$ cat config.mk
export PLATFORM = sky130hd
export DESIGN_NAME = full_linear_convolution
export DESIGN_NICKNAME = d
export VERILOG_FILES = /design/src/rtl/fconv_pkg.sv /design/src/rtl/fconv_tap_mem.sv /design/src/rtl/fconv_sum_ring.sv /design/src/rtl/fconv_mac.sv /design/src/rtl/full_linear_convolution.sv
export SDC_FILE = /design/constraint.sdc
export NUM_CORES = 2
export LEC_CHECK = 0
export ABC_AREA = 0
export BUFFER_PORTS_ARGS = -buffer_cell sky130_fd_sc_hd__buf_2
export CORE_MARGIN = 2
export CORE_UTILIZATION = 55
export DETAILED_ROUTE_END_ITERATION = 12
export GPL_TIMING_DRIVEN = 0
export PLACE_DENSITY = 0.71
export SETUP_SLACK_MARGIN = 0.3
export SYNTH_ARGS = -nofsm -noshare
export SYNTH_HDL_FRONTEND = slang
export SYNTH_SLANG_ARGS = --single-unit
export TNS_END_PERCENT = 30
$ cat constraint.sdc
create_clock -name clk -period 16.69 [get_ports clk]
set_input_delay 0.8345 -clock clk [delete_from_list [all_inputs] [get_ports clk]]
set_output_delay 0.8345 -clock clk [all_outputs]
set_load 0.005 [all_outputs]
$ cat src/rtl/fconv_pkg.sv
// Shared types and constants of the full linear convolution block.
package fconv_pkg;

	localparam int MAX_TAPS_DEF = 16;
	localparam int VAL_W        = 16;
	localparam int PROD_W       = 32;
	localparam int SUM_W        = 40;

	localparam logic MODE_KERNEL = 1'b0;
	localparam logic MODE_DATA   = 1'b1;

	typedef enum logic [2:0] {
		ST_IDLE,
		ST_MAC,
		ST_DRAIN,
		ST_EMIT_RD,
		ST_EMIT_LD
	} state_t;

	// control of the partial-sum ring besides its read and write ports
	typedef struct packed {
		logic clr_all;
		logic take;
	} ring_ctl_t;

endpackage

$ cat src/rtl/fconv_tap_mem.sv
// Kernel tap memory: one write port, one registered read port.
module fconv_tap_mem #(
	parameter int MAX_TAPS = fconv_pkg::MAX_TAPS_DEF,
	localparam int IDX_W = (MAX_TAPS > 1) ? $clog2(MAX_TAPS) : 1
) (
	input  logic                                clk,
	input  logic                                wr_en,
	input  logic [IDX_W-1:0]                    wr_addr,
	input  logic signed [fconv_pkg::VAL_W-1:0]  wr_data,
	input  logic                                rd_en,
	input  logic [IDX_W-1:0]                    rd_addr,
	output logic signed [fconv_pkg::VAL_W-1:0]  rd_data
);
	import fconv_pkg::*;

	logic signed [VAL_W-1:0] mem [MAX_TAPS];

	always_ff @(posedge clk) begin
		if (wr_en) begin
			mem[wr_addr] <= wr_data;
		end
		if (rd_en) begin
			rd_data <= mem[rd_addr];
		end
	end

endmodule

$ cat src/rtl/fconv_sum_ring.sv
// Partial-sum ring memory with per-entry valid bits; an invalid entry reads as zero.
module fconv_sum_ring #(
	parameter int MAX_TAPS = fconv_pkg::MAX_TAPS_DEF,
	localparam int IDX_W = (MAX_TAPS > 1) ? $clog2(MAX_TAPS) : 1
) (
	input  logic                                clk,
	input  logic                                arst_n,
	input  fconv_pkg::ring_ctl_t                ctl,
	input  logic [IDX_W-1:0]                    take_addr,
	input  logic                                wr_en,
	input  logic [IDX_W-1:0]                    wr_addr,
	input  logic signed [fconv_pkg::SUM_W-1:0]  wr_data,
	input  logic                                rd_en,
	input  logic [IDX_W-1:0]                    rd_addr,
	output logic signed [fconv_pkg::SUM_W-1:0]  rd_data
);
	import fconv_pkg::*;

	logic signed [SUM_W-1:0] mem [MAX_TAPS];
	logic [MAX_TAPS-1:0]     vld_q;
	logic signed [SUM_W-1:0] mem_rd_q;
	logic                    vld_rd_q;

	always_ff @(posedge clk) begin
		if (wr_en) begin
			mem[wr_addr] <= wr_data;
		end
		if (rd_en) begin
			mem_rd_q <= mem[rd_addr];
			vld_rd_q <= vld_q[rd_addr];
		end
	end

	// clear all on a ring reset, drop one entry when the oldest sum is taken
	always_ff @(posedge clk or negedge arst_n) begin
		if (!arst_n) begin
			vld_q <= '0;
		end else if (ctl.clr_all) begin
			vld_q <= '0;
		end else begin
			if (ctl.take) begin
				vld_q[take_addr] <= 1'b0;
			end
			if (wr_en) begin
				vld_q[wr_addr] <= 1'b1;
			end
		end
	end

	assign rd_data = vld_rd_q ? mem_rd_q : '0;

endmodule

$ cat src/rtl/fconv_mac.sv
// Shared multiply-accumulate pipeline: product stage, then add and write back.
module fconv_mac #(
	parameter int MAX_TAPS = fconv_pkg::MAX_TAPS_DEF,
	localparam int IDX_W = (MAX_TAPS > 1) ? $clog2(MAX_TAPS) : 1
) (
	input  logic                                clk,
	input  logic                                arst_n,
	input  logic                                issue,
	input  logic [IDX_W-1:0]                    idx,
	input  logic signed [fconv_pkg::VAL_W-1:0]  sample,
	input  logic signed [fconv_pkg::VAL_W-1:0]  tap,
	input  logic signed [fconv_pkg::SUM_W-1:0]  psum,
	output logic                                wr_en,
	output logic [IDX_W-1:0]                    wr_addr,
	output logic signed [fconv_pkg::SUM_W-1:0]  wr_data,
	output logic                                busy
);
	import fconv_pkg::*;

	logic                     v_s1, v_s2;
	logic [IDX_W-1:0]         idx_s1, idx_s2;
	logic signed [PROD_W-1:0] prod_s2;
	logic signed [SUM_W-1:0]  psum_s2;

	always_ff @(posedge clk or negedge arst_n) begin
		if (!arst_n) begin
			v_s1 <= 1'b0;
			v_s2 <= 1'b0;
		end else begin
			v_s1 <= issue;
			v_s2 <= v_s1;
		end
	end

	// s1: tap and partial sum arrive from the memories
	always_ff @(posedge clk) begin
		idx_s1  <= idx;
		idx_s2  <= idx_s1;
		prod_s2 <= PROD_W'(sample) * PROD_W'(tap);
		psum_s2 <= psum;
	end

	assign wr_en   = v_s2;
	assign wr_addr = idx_s2;
	assign wr_data = psum_s2 + {{(SUM_W - PROD_W){prod_s2[PROD_W-1]}}, prod_s2};
	assign busy    = v_s1 | v_s2;

endmodule

$ cat src/rtl/full_linear_convolution.sv
// Top level of the streaming full linear convolution block.
//
//  channel | direction | handshake                | payload
//  --------+-----------+--------------------------+---------------------------
//  item    | in        | item_valid / item_ready  | mode, value, last
//  res     | out       | res_valid  / res_ready   | result, end_of_output
//
// A kernel word (mode 0) is stored in the idle state. A data word runs through
// the shared multiply-accumulate loop (n = stored taps, one tap per cycle through one
// 16x16 multiplier and one 40-bit adder; skipped when no tap is stored), then through
// a ring read state and a load state per result word at the single read port of the
// partial-sum ring; a last data word emits max(n,1) results, others emit one.
// Reset clears all control state and the ring valid bits at once; no sweep.
// A result word waits in the output register while the next item is accepted;
// the sequencer holds before the next ring read until that register is empty.
module full_linear_convolution #(
	parameter int MAX_TAPS = fconv_pkg::MAX_TAPS_DEF
) (
	input  logic                                clk,
	input  logic                                arst_n,
	input  logic                                item_valid,
	output logic                                item_ready,
	input  logic                                mode,
	input  logic signed [fconv_pkg::VAL_W-1:0]  value,
	input  logic                                last,
	output logic                                res_valid,
	input  logic                                res_ready,
	output logic signed [fconv_pkg::SUM_W-1:0]  result,
	output logic                                end_of_output
);
	import fconv_pkg::*;

	localparam int IDX_W = (MAX_TAPS > 1) ? $clog2(MAX_TAPS) : 1;
	localparam int LEN_W = $clog2(MAX_TAPS + 1);

	state_t state_q, state_nx;

	logic [LEN_W-1:0]        len_q;
	logic                    complete_q;
	logic [IDX_W-1:0]        head_q;
	logic [LEN_W-1:0]        j_q;
	logic [IDX_W-1:0]        idx_q;
	logic [LEN_W-1:0]        emit_q;
	logic signed [VAL_W-1:0] sample_q;
	logic                    last_q;

	logic                    out_valid_q;
	logic signed [SUM_W-1:0] result_q;
	logic                    end_q;

	logic                    accept;
	logic                    kern_wr;
	logic [LEN_W-1:0]        kern_base;
	logic [LEN_W-1:0]        n_eff;
	logic [LEN_W-1:0]        emit_nx;
	logic                    emit_done;
	logic                    mac_issue;
	logic                    ring_rd;
	logic [IDX_W-1:0]        ring_rd_addr;
	ring_ctl_t               ring_ctl;

	logic signed [VAL_W-1:0] tap_rd;
	logic signed [SUM_W-1:0] ring_data;
	logic                    mac_wr;
	logic [IDX_W-1:0]        mac_wr_addr;
	logic signed [SUM_W-1:0] mac_wr_data;
	logic                    mac_busy;

	assign item_ready = (state_q == ST_IDLE);
	assign accept     = item_valid && item_ready;

	// a kernel word after a finished kernel starts over at tap zero
	assign kern_base = complete_q ? '0 : len_q;
	assign kern_wr   = accept && (mode == MODE_KERNEL) && (kern_base < LEN_W'(MAX_TAPS));

	// an empty kernel acts as a single zero tap
	assign n_eff     = (len_q == '0) ? LEN_W'(1) : len_q;
	assign emit_nx   = emit_q + LEN_W'(1);
	assign emit_done = !last_q || (emit_nx == n_eff);

	assign mac_issue    = (state_q == ST_MAC);
	assign ring_rd      = mac_issue || ((state_q == ST_EMIT_RD) && !out_valid_q);
	assign ring_rd_addr = mac_issue ? idx_q : head_q;

	always_ff @(posedge clk or negedge arst_n) begin
		if (!arst_n) begin
			state_q <= ST_IDLE;
		end else begin
			state_q <= state_nx;
		end
	end

	always_comb begin
		state_nx         = state_q;
		ring_ctl.clr_all = 1'b0;
		ring_ctl.take    = 1'b0;
		unique case (state_q)
			ST_IDLE: begin
				if (accept) begin
					if (mode == MODE_KERNEL) begin
						ring_ctl.clr_all = complete_q;
					end else begin
						state_nx = (len_q == '0) ? ST_DRAIN : ST_MAC;
					end
				end
			end
			ST_MAC: begin
				if (LEN_W'(j_q + LEN_W'(1)) == len_q) begin
					state_nx = ST_DRAIN;
				end
			end
			ST_DRAIN: begin
				// hold until every product is written back
				if (!mac_busy) begin
					state_nx = ST_EMIT_RD;
				end
			end
			ST_EMIT_RD: begin
				if (!out_valid_q) begin
					state_nx = ST_EMIT_LD;
				end
			end
			ST_EMIT_LD: begin
				ring_ctl.take = 1'b1;
				if (emit_done) begin
					ring_ctl.clr_all = last_q;
					state_nx         = ST_IDLE;
				end else begin
					state_nx = ST_EMIT_RD;
				end
			end
			default: begin
				state_nx = ST_IDLE;
			end
		endcase
	end

	// sequencer counters and kernel bookkeeping
	always_ff @(posedge clk or negedge arst_n) begin
		if (!arst_n) begin
			len_q      <= '0;
			complete_q <= 1'b1;
			head_q     <= '0;
			j_q        <= '0;
			idx_q      <= '0;
			emit_q     <= '0;
			last_q     <= 1'b0;
		end else begin
			if (accept && (mode == MODE_KERNEL)) begin
				if (kern_wr) begin
					len_q <= kern_base + LEN_W'(1);
				end else begin
					len_q <= kern_base;
				end
				complete_q <= last;
				if (complete_q) begin
					head_q <= '0;
				end
			end
			if (accept && (mode == MODE_DATA)) begin
				last_q <= last;
				j_q    <= '0;
				idx_q  <= head_q;
				emit_q <= '0;
			end
			if (mac_issue) begin
				j_q   <= j_q + LEN_W'(1);
				idx_q <= (idx_q == IDX_W'(MAX_TAPS - 1)) ? '0 : idx_q + IDX_W'(1);
			end
			if (state_q == ST_EMIT_LD) begin
				emit_q <= emit_nx;
				// advance to the next oldest sum, or rewind after the last one
				if (emit_done && last_q) begin
					head_q <= '0;
				end else begin
					head_q <= (head_q == IDX_W'(MAX_TAPS - 1)) ? '0 : head_q + IDX_W'(1);
				end
			end
		end
	end

	always_ff @(posedge clk) begin
		if (accept && (mode == MODE_DATA)) begin
			sample_q <= value;
		end
	end

	// output register: a finished word waits here while the next item goes on
	always_ff @(posedge clk or negedge arst_n) begin
		if (!arst_n) begin
			out_valid_q <= 1'b0;
		end else if (state_q == ST_EMIT_LD) begin
			out_valid_q <= 1'b1;
		end else if (res_ready) begin
			out_valid_q <= 1'b0;
		end
	end

	always_ff @(posedge clk) begin
		if (state_q == ST_EMIT_LD) begin
			result_q <= ring_data;
			end_q    <= last_q && (emit_nx == n_eff);
		end
	end

	assign res_valid     = out_valid_q;
	assign result        = result_q;
	assign end_of_output = end_q;

	fconv_tap_mem #(
		.MAX_TAPS (MAX_TAPS)
	) u_taps (
		.clk     (clk),
		.wr_en   (kern_wr),
		.wr_addr (kern_base[IDX_W-1:0]),
		.wr_data (value),
		.rd_en   (mac_issue),
		.rd_addr (j_q[IDX_W-1:0]),
		.rd_data (tap_rd)
	);

	fconv_sum_ring #(
		.MAX_TAPS (MAX_TAPS)
	) u_ring (
		.clk       (clk),
		.arst_n    (arst_n),
		.ctl       (ring_ctl),
		.take_addr (head_q),
		.wr_en     (mac_wr),
		.wr_addr   (mac_wr_addr),
		.wr_data   (mac_wr_data),
		.rd_en     (ring_rd),
		.rd_addr   (ring_rd_addr),
		.rd_data   (ring_data)
	);

	fconv_mac #(
		.MAX_TAPS (MAX_TAPS)
	) u_mac (
		.clk     (clk),
		.arst_n  (arst_n),
		.issue   (mac_issue),
		.idx     (idx_q),
		.sample  (sample_q),
		.tap     (tap_rd),
		.psum    (ring_data),
		.wr_en   (mac_wr),
		.wr_addr (mac_wr_addr),
		.wr_data (mac_wr_data),
		.busy    (mac_busy)
	);

	a_idle_drained: assert property (@(posedge clk) disable iff (!arst_n)
		item_ready |-> !mac_busy)
		else $error("item accepted while products still in flight");

	a_len_bound: assert property (@(posedge clk) disable iff (!arst_n)
		len_q <= LEN_W'(MAX_TAPS))
		else $error("kernel length beyond tap capacity");

	a_load_free: assert property (@(posedge clk) disable iff (!arst_n)
		(state_q == ST_EMIT_LD) |-> !out_valid_q)
		else $error("output register overwritten");

	a_mac_range: assert property (@(posedge clk) disable iff (!arst_n)
		(state_q == ST_MAC) |-> (j_q < len_q))
		else $error("tap counter ran past kernel length");

endmodule
==> metrics.cfg <==
[run_status]
status=complete, no violations

[layout]
antennaDiodeCount=0
mostFrequentLayoutCell=edfxtp_1
area_growth_pct=11.5
regArea_um2=33100
multiInputGateArea_um2=20100
layout.cells.non_filler=5783
n_fill_cell=7368
final_cell_mix=edfxtp_1 (1010), nand2_1 (559), and2_1 (328)
finalNetCount=4814
drive_gt1_frac=0.0921
postLayoutCoreUtil=0.616

[yosys]
synth_xor_xnor_area_share=0.0127
synth_ff_type=edfxtp_1
syn-num-nets=4604
synthesis.area_um2=55100
synth-compound-area-share=0.0972
synth_warnings=0
seq_area_frac_synth=0.601
synth_edf_count=1010
synth_top_family_by_area=adder cells
avgSynthCellArea_um2=13.1
yosys.area_share.simple=0.0996
ys_ff_latch=1137
synth.distinct_cells=75
syn_inst=4187
synthAdderAreaFrac=0.126
synth_mux_area_frac=0.0261
async_flop_share=0.0413

[timing]
max_freq_mhz=134
worst_slew_pin_slew_ns=1.46
grt_setup_unrepaired=no
finalCriticalPeriod_ns=7.44
finClkSkew_ns=0.0552
setup_violations=0
final.setup.tns_ns=0
maxSlewViolCount=0
finalHoldViolCount=0
slew-limit-headroom=0.0241
fin_crit_sh=0.446

[cts]
post_cts_buffers=0
postCtsHoldBufs=0
clkLatencyLatePin_ns=0.71
cts-root-buf=clkbuf_16
clk_path_buf_depth=3
cts_num_sinks=1137
cts_tree=done
clk_pin_slew_ns=0.07
cts_resized=0
htreeDepth=3
cts_buffers=107

[placement]
dpl.hpwl_um=99000
place_inst=5586
port_buffers=64
place_congestion=0.932

[worst_setup_path]
reg2reg_to=u_mac.prod_s2[30]$_DFF_P_
critPathMaxFanout=10
r2r_setup_slack_ns=9.25
cp_top_family=adder cells
reg2reg_from=sample_q[10]$_DFFE_PP_
cp_num_buf_inv=2
crit_path_end_kind=flip-flop
crit_type=flip-flop to flip-flop
required_ns=17.23
cp.arrival_ns=7.97
critical_path.startpoint=sample_q[10]$_DFFE_PP_
cp_num_cells=18
reg2reg_depth=18
path_cells=clkbuf_1 > nand2_1 > fa_1 > fa_1 > fa_1 > fa_1 > inv_1 > fa_1 > fa_1 > ha_1 > nand2_1 > o21a_1 > and2_1 > a2111oi_0 > o21ai_0 > a211oi_1 > nor4_1 > nand3b_1
path_common_cell=fa_1
cp-start-kind=flip-flop
critPathMaxStageDelay_ns=0.81
cp_slowest_cell=a2111oi_0

[global_routing]
antenna_found_initial=4
grt_pass1_wl_um=209000
grt_usage=0.271
grt-ovfl-total=0
grt_pass1_vias=34500
grt_max_degree=49

[hold_path]
min_from=u_mac.idx_s1[2]$_DFF_P_
hold_depth=0
holdPathEnd=u_mac.wr_addr[2]$_DFF_P_
hold_class=flip-flop to flip-flop

[die]
core_area_um2=99700
die_h_um=320
dieArea_um2=103000
dieWidth_um=320
rows=116
floorplan.initialDensity=0.552
ios=65

[route]
viasPerCell=6.08
wl_um=139000
dr.pass1.iters=7
wire_per_inst_um=24.0
vias=35100
ant_nets=0
dr.first_iter.drc_count=4141
drc=0

[run]
cap_viol_max_count=0

[area by class of cell]
| type | instances | area share |
|---|---|---|
| timing repair buffer | 101 | 0.0138 |
| clock buffer | 129 | 0.0466 |
| buffer | 220 | 0.0145 |
| multi-input combinational | 2519 | 0.328 |
| sequential | 1137 | 0.539 |
| inverter | 311 | 0.0190 |
| clock inverter | 68 | 0.0127 |
| tap | 1298 | 0.0265 |
[how the worst max path moves through the flow]
stage / endpoint
2_1_floorplan: u_mac.prod_s2[31]$_DFF_P_
3_3_place_gp: u_mac.prod_s2[30]$_DFF_P_
3_5_place_dp: u_mac.prod_s2[30]$_DFF_P_
4_1_cts: u_mac.prod_s2[30]$_DFF_P_
5_1_grt: u_mac.prod_s2[30]$_DFF_P_
6_report: u_mac.prod_s2[30]$_DFF_P_
[synth_stat cells, types with 24 or more instances]
library cell	count	share of area
ha_1	132	0.030
xor2_1	24	0.0038
fa_1	263	0.096
mux4_2	32	0.013
xnor2_1	56	0.0089
dfxtp_1	80	0.029
mux2i_1	58	0.011
nand2_1	559	0.038
nand3_1	32	0.0029
and2_1	328	0.037
dfrtp_1	46	0.021
edfxtp_1	1010	0.55
nor2_1	102	0.0070
inv_1	308	0.021
o21ai_0	80	0.0073
a311oi_1	86	0.014
a211oi_1	217	0.030
a21o_1	35	0.0048
nor3_1	30	0.0027
clkbuf_1	161	0.011
a31oi_1	89	0.010
a21oi_1	182	0.017
buf_2	43	0.0039
[stage by stage]
step	setup slack (ns)	hold WS, ns	area (um^2)
6_report	9.25	0.327	61400
5_1_grt	8.91	0.329	61400
4_1_cts	9.35	0.316	61300
3_5_place_dp	9.41	0.312	57700
3_3_place_gp	9.43	0.310	57000
2_1_floorplan	10.71	0.310	55100
[layer usage]
metal	global-route usage	wire length, um	part of all wire	vias to the layer above
li1	-	-	-	15500
met1	0.395	58500	0.42	17700
met2	0.423	63300	0.46	1695
met3	0.0416	12300	0.089	242
met4	0.0872	4420	0.032	0
met5	0	0	0	-
[worst register-to-register path: stages (launching register included)]
cell	delay [ns]
edfxtp_1	0.56
clkbuf_1	0.55
nand2_1	0.18
fa_1	0.56
fa_1	0.58
fa_1	0.45
fa_1	0.55
inv_1	0.05
fa_1	0.51
fa_1	0.44
ha_1	0.39
nand2_1	0.08
o21a_1	0.21
and2_1	0.19
a2111oi_0	0.81
o21ai_0	0.36
a211oi_1	0.55
nor4_1	0.11
nand3b_1	0.17
[kinds of logic after synthesis]
logic type / after synthesis
AOI/OAI and AO/OA: 793
xor gates and xnor gates: 80
adders and majority gates: 395
buffers and inverters: 531
DFF: 1137
muxes: 102
and+or+nand+nor: 1149
[state kept, by name, summed over array words and instances (netlist names), 32 cells and up]
name,cells
result,40
u_mac.psum_s2,40
u_mac.prod_s2,32
u_ring.mem_rd_q,40
u_ring.mem,640
u_taps.mem,256
Power is not shown: default switching activity piles up to over one toggle a cycle in this logic, so the estimate is an artifact.
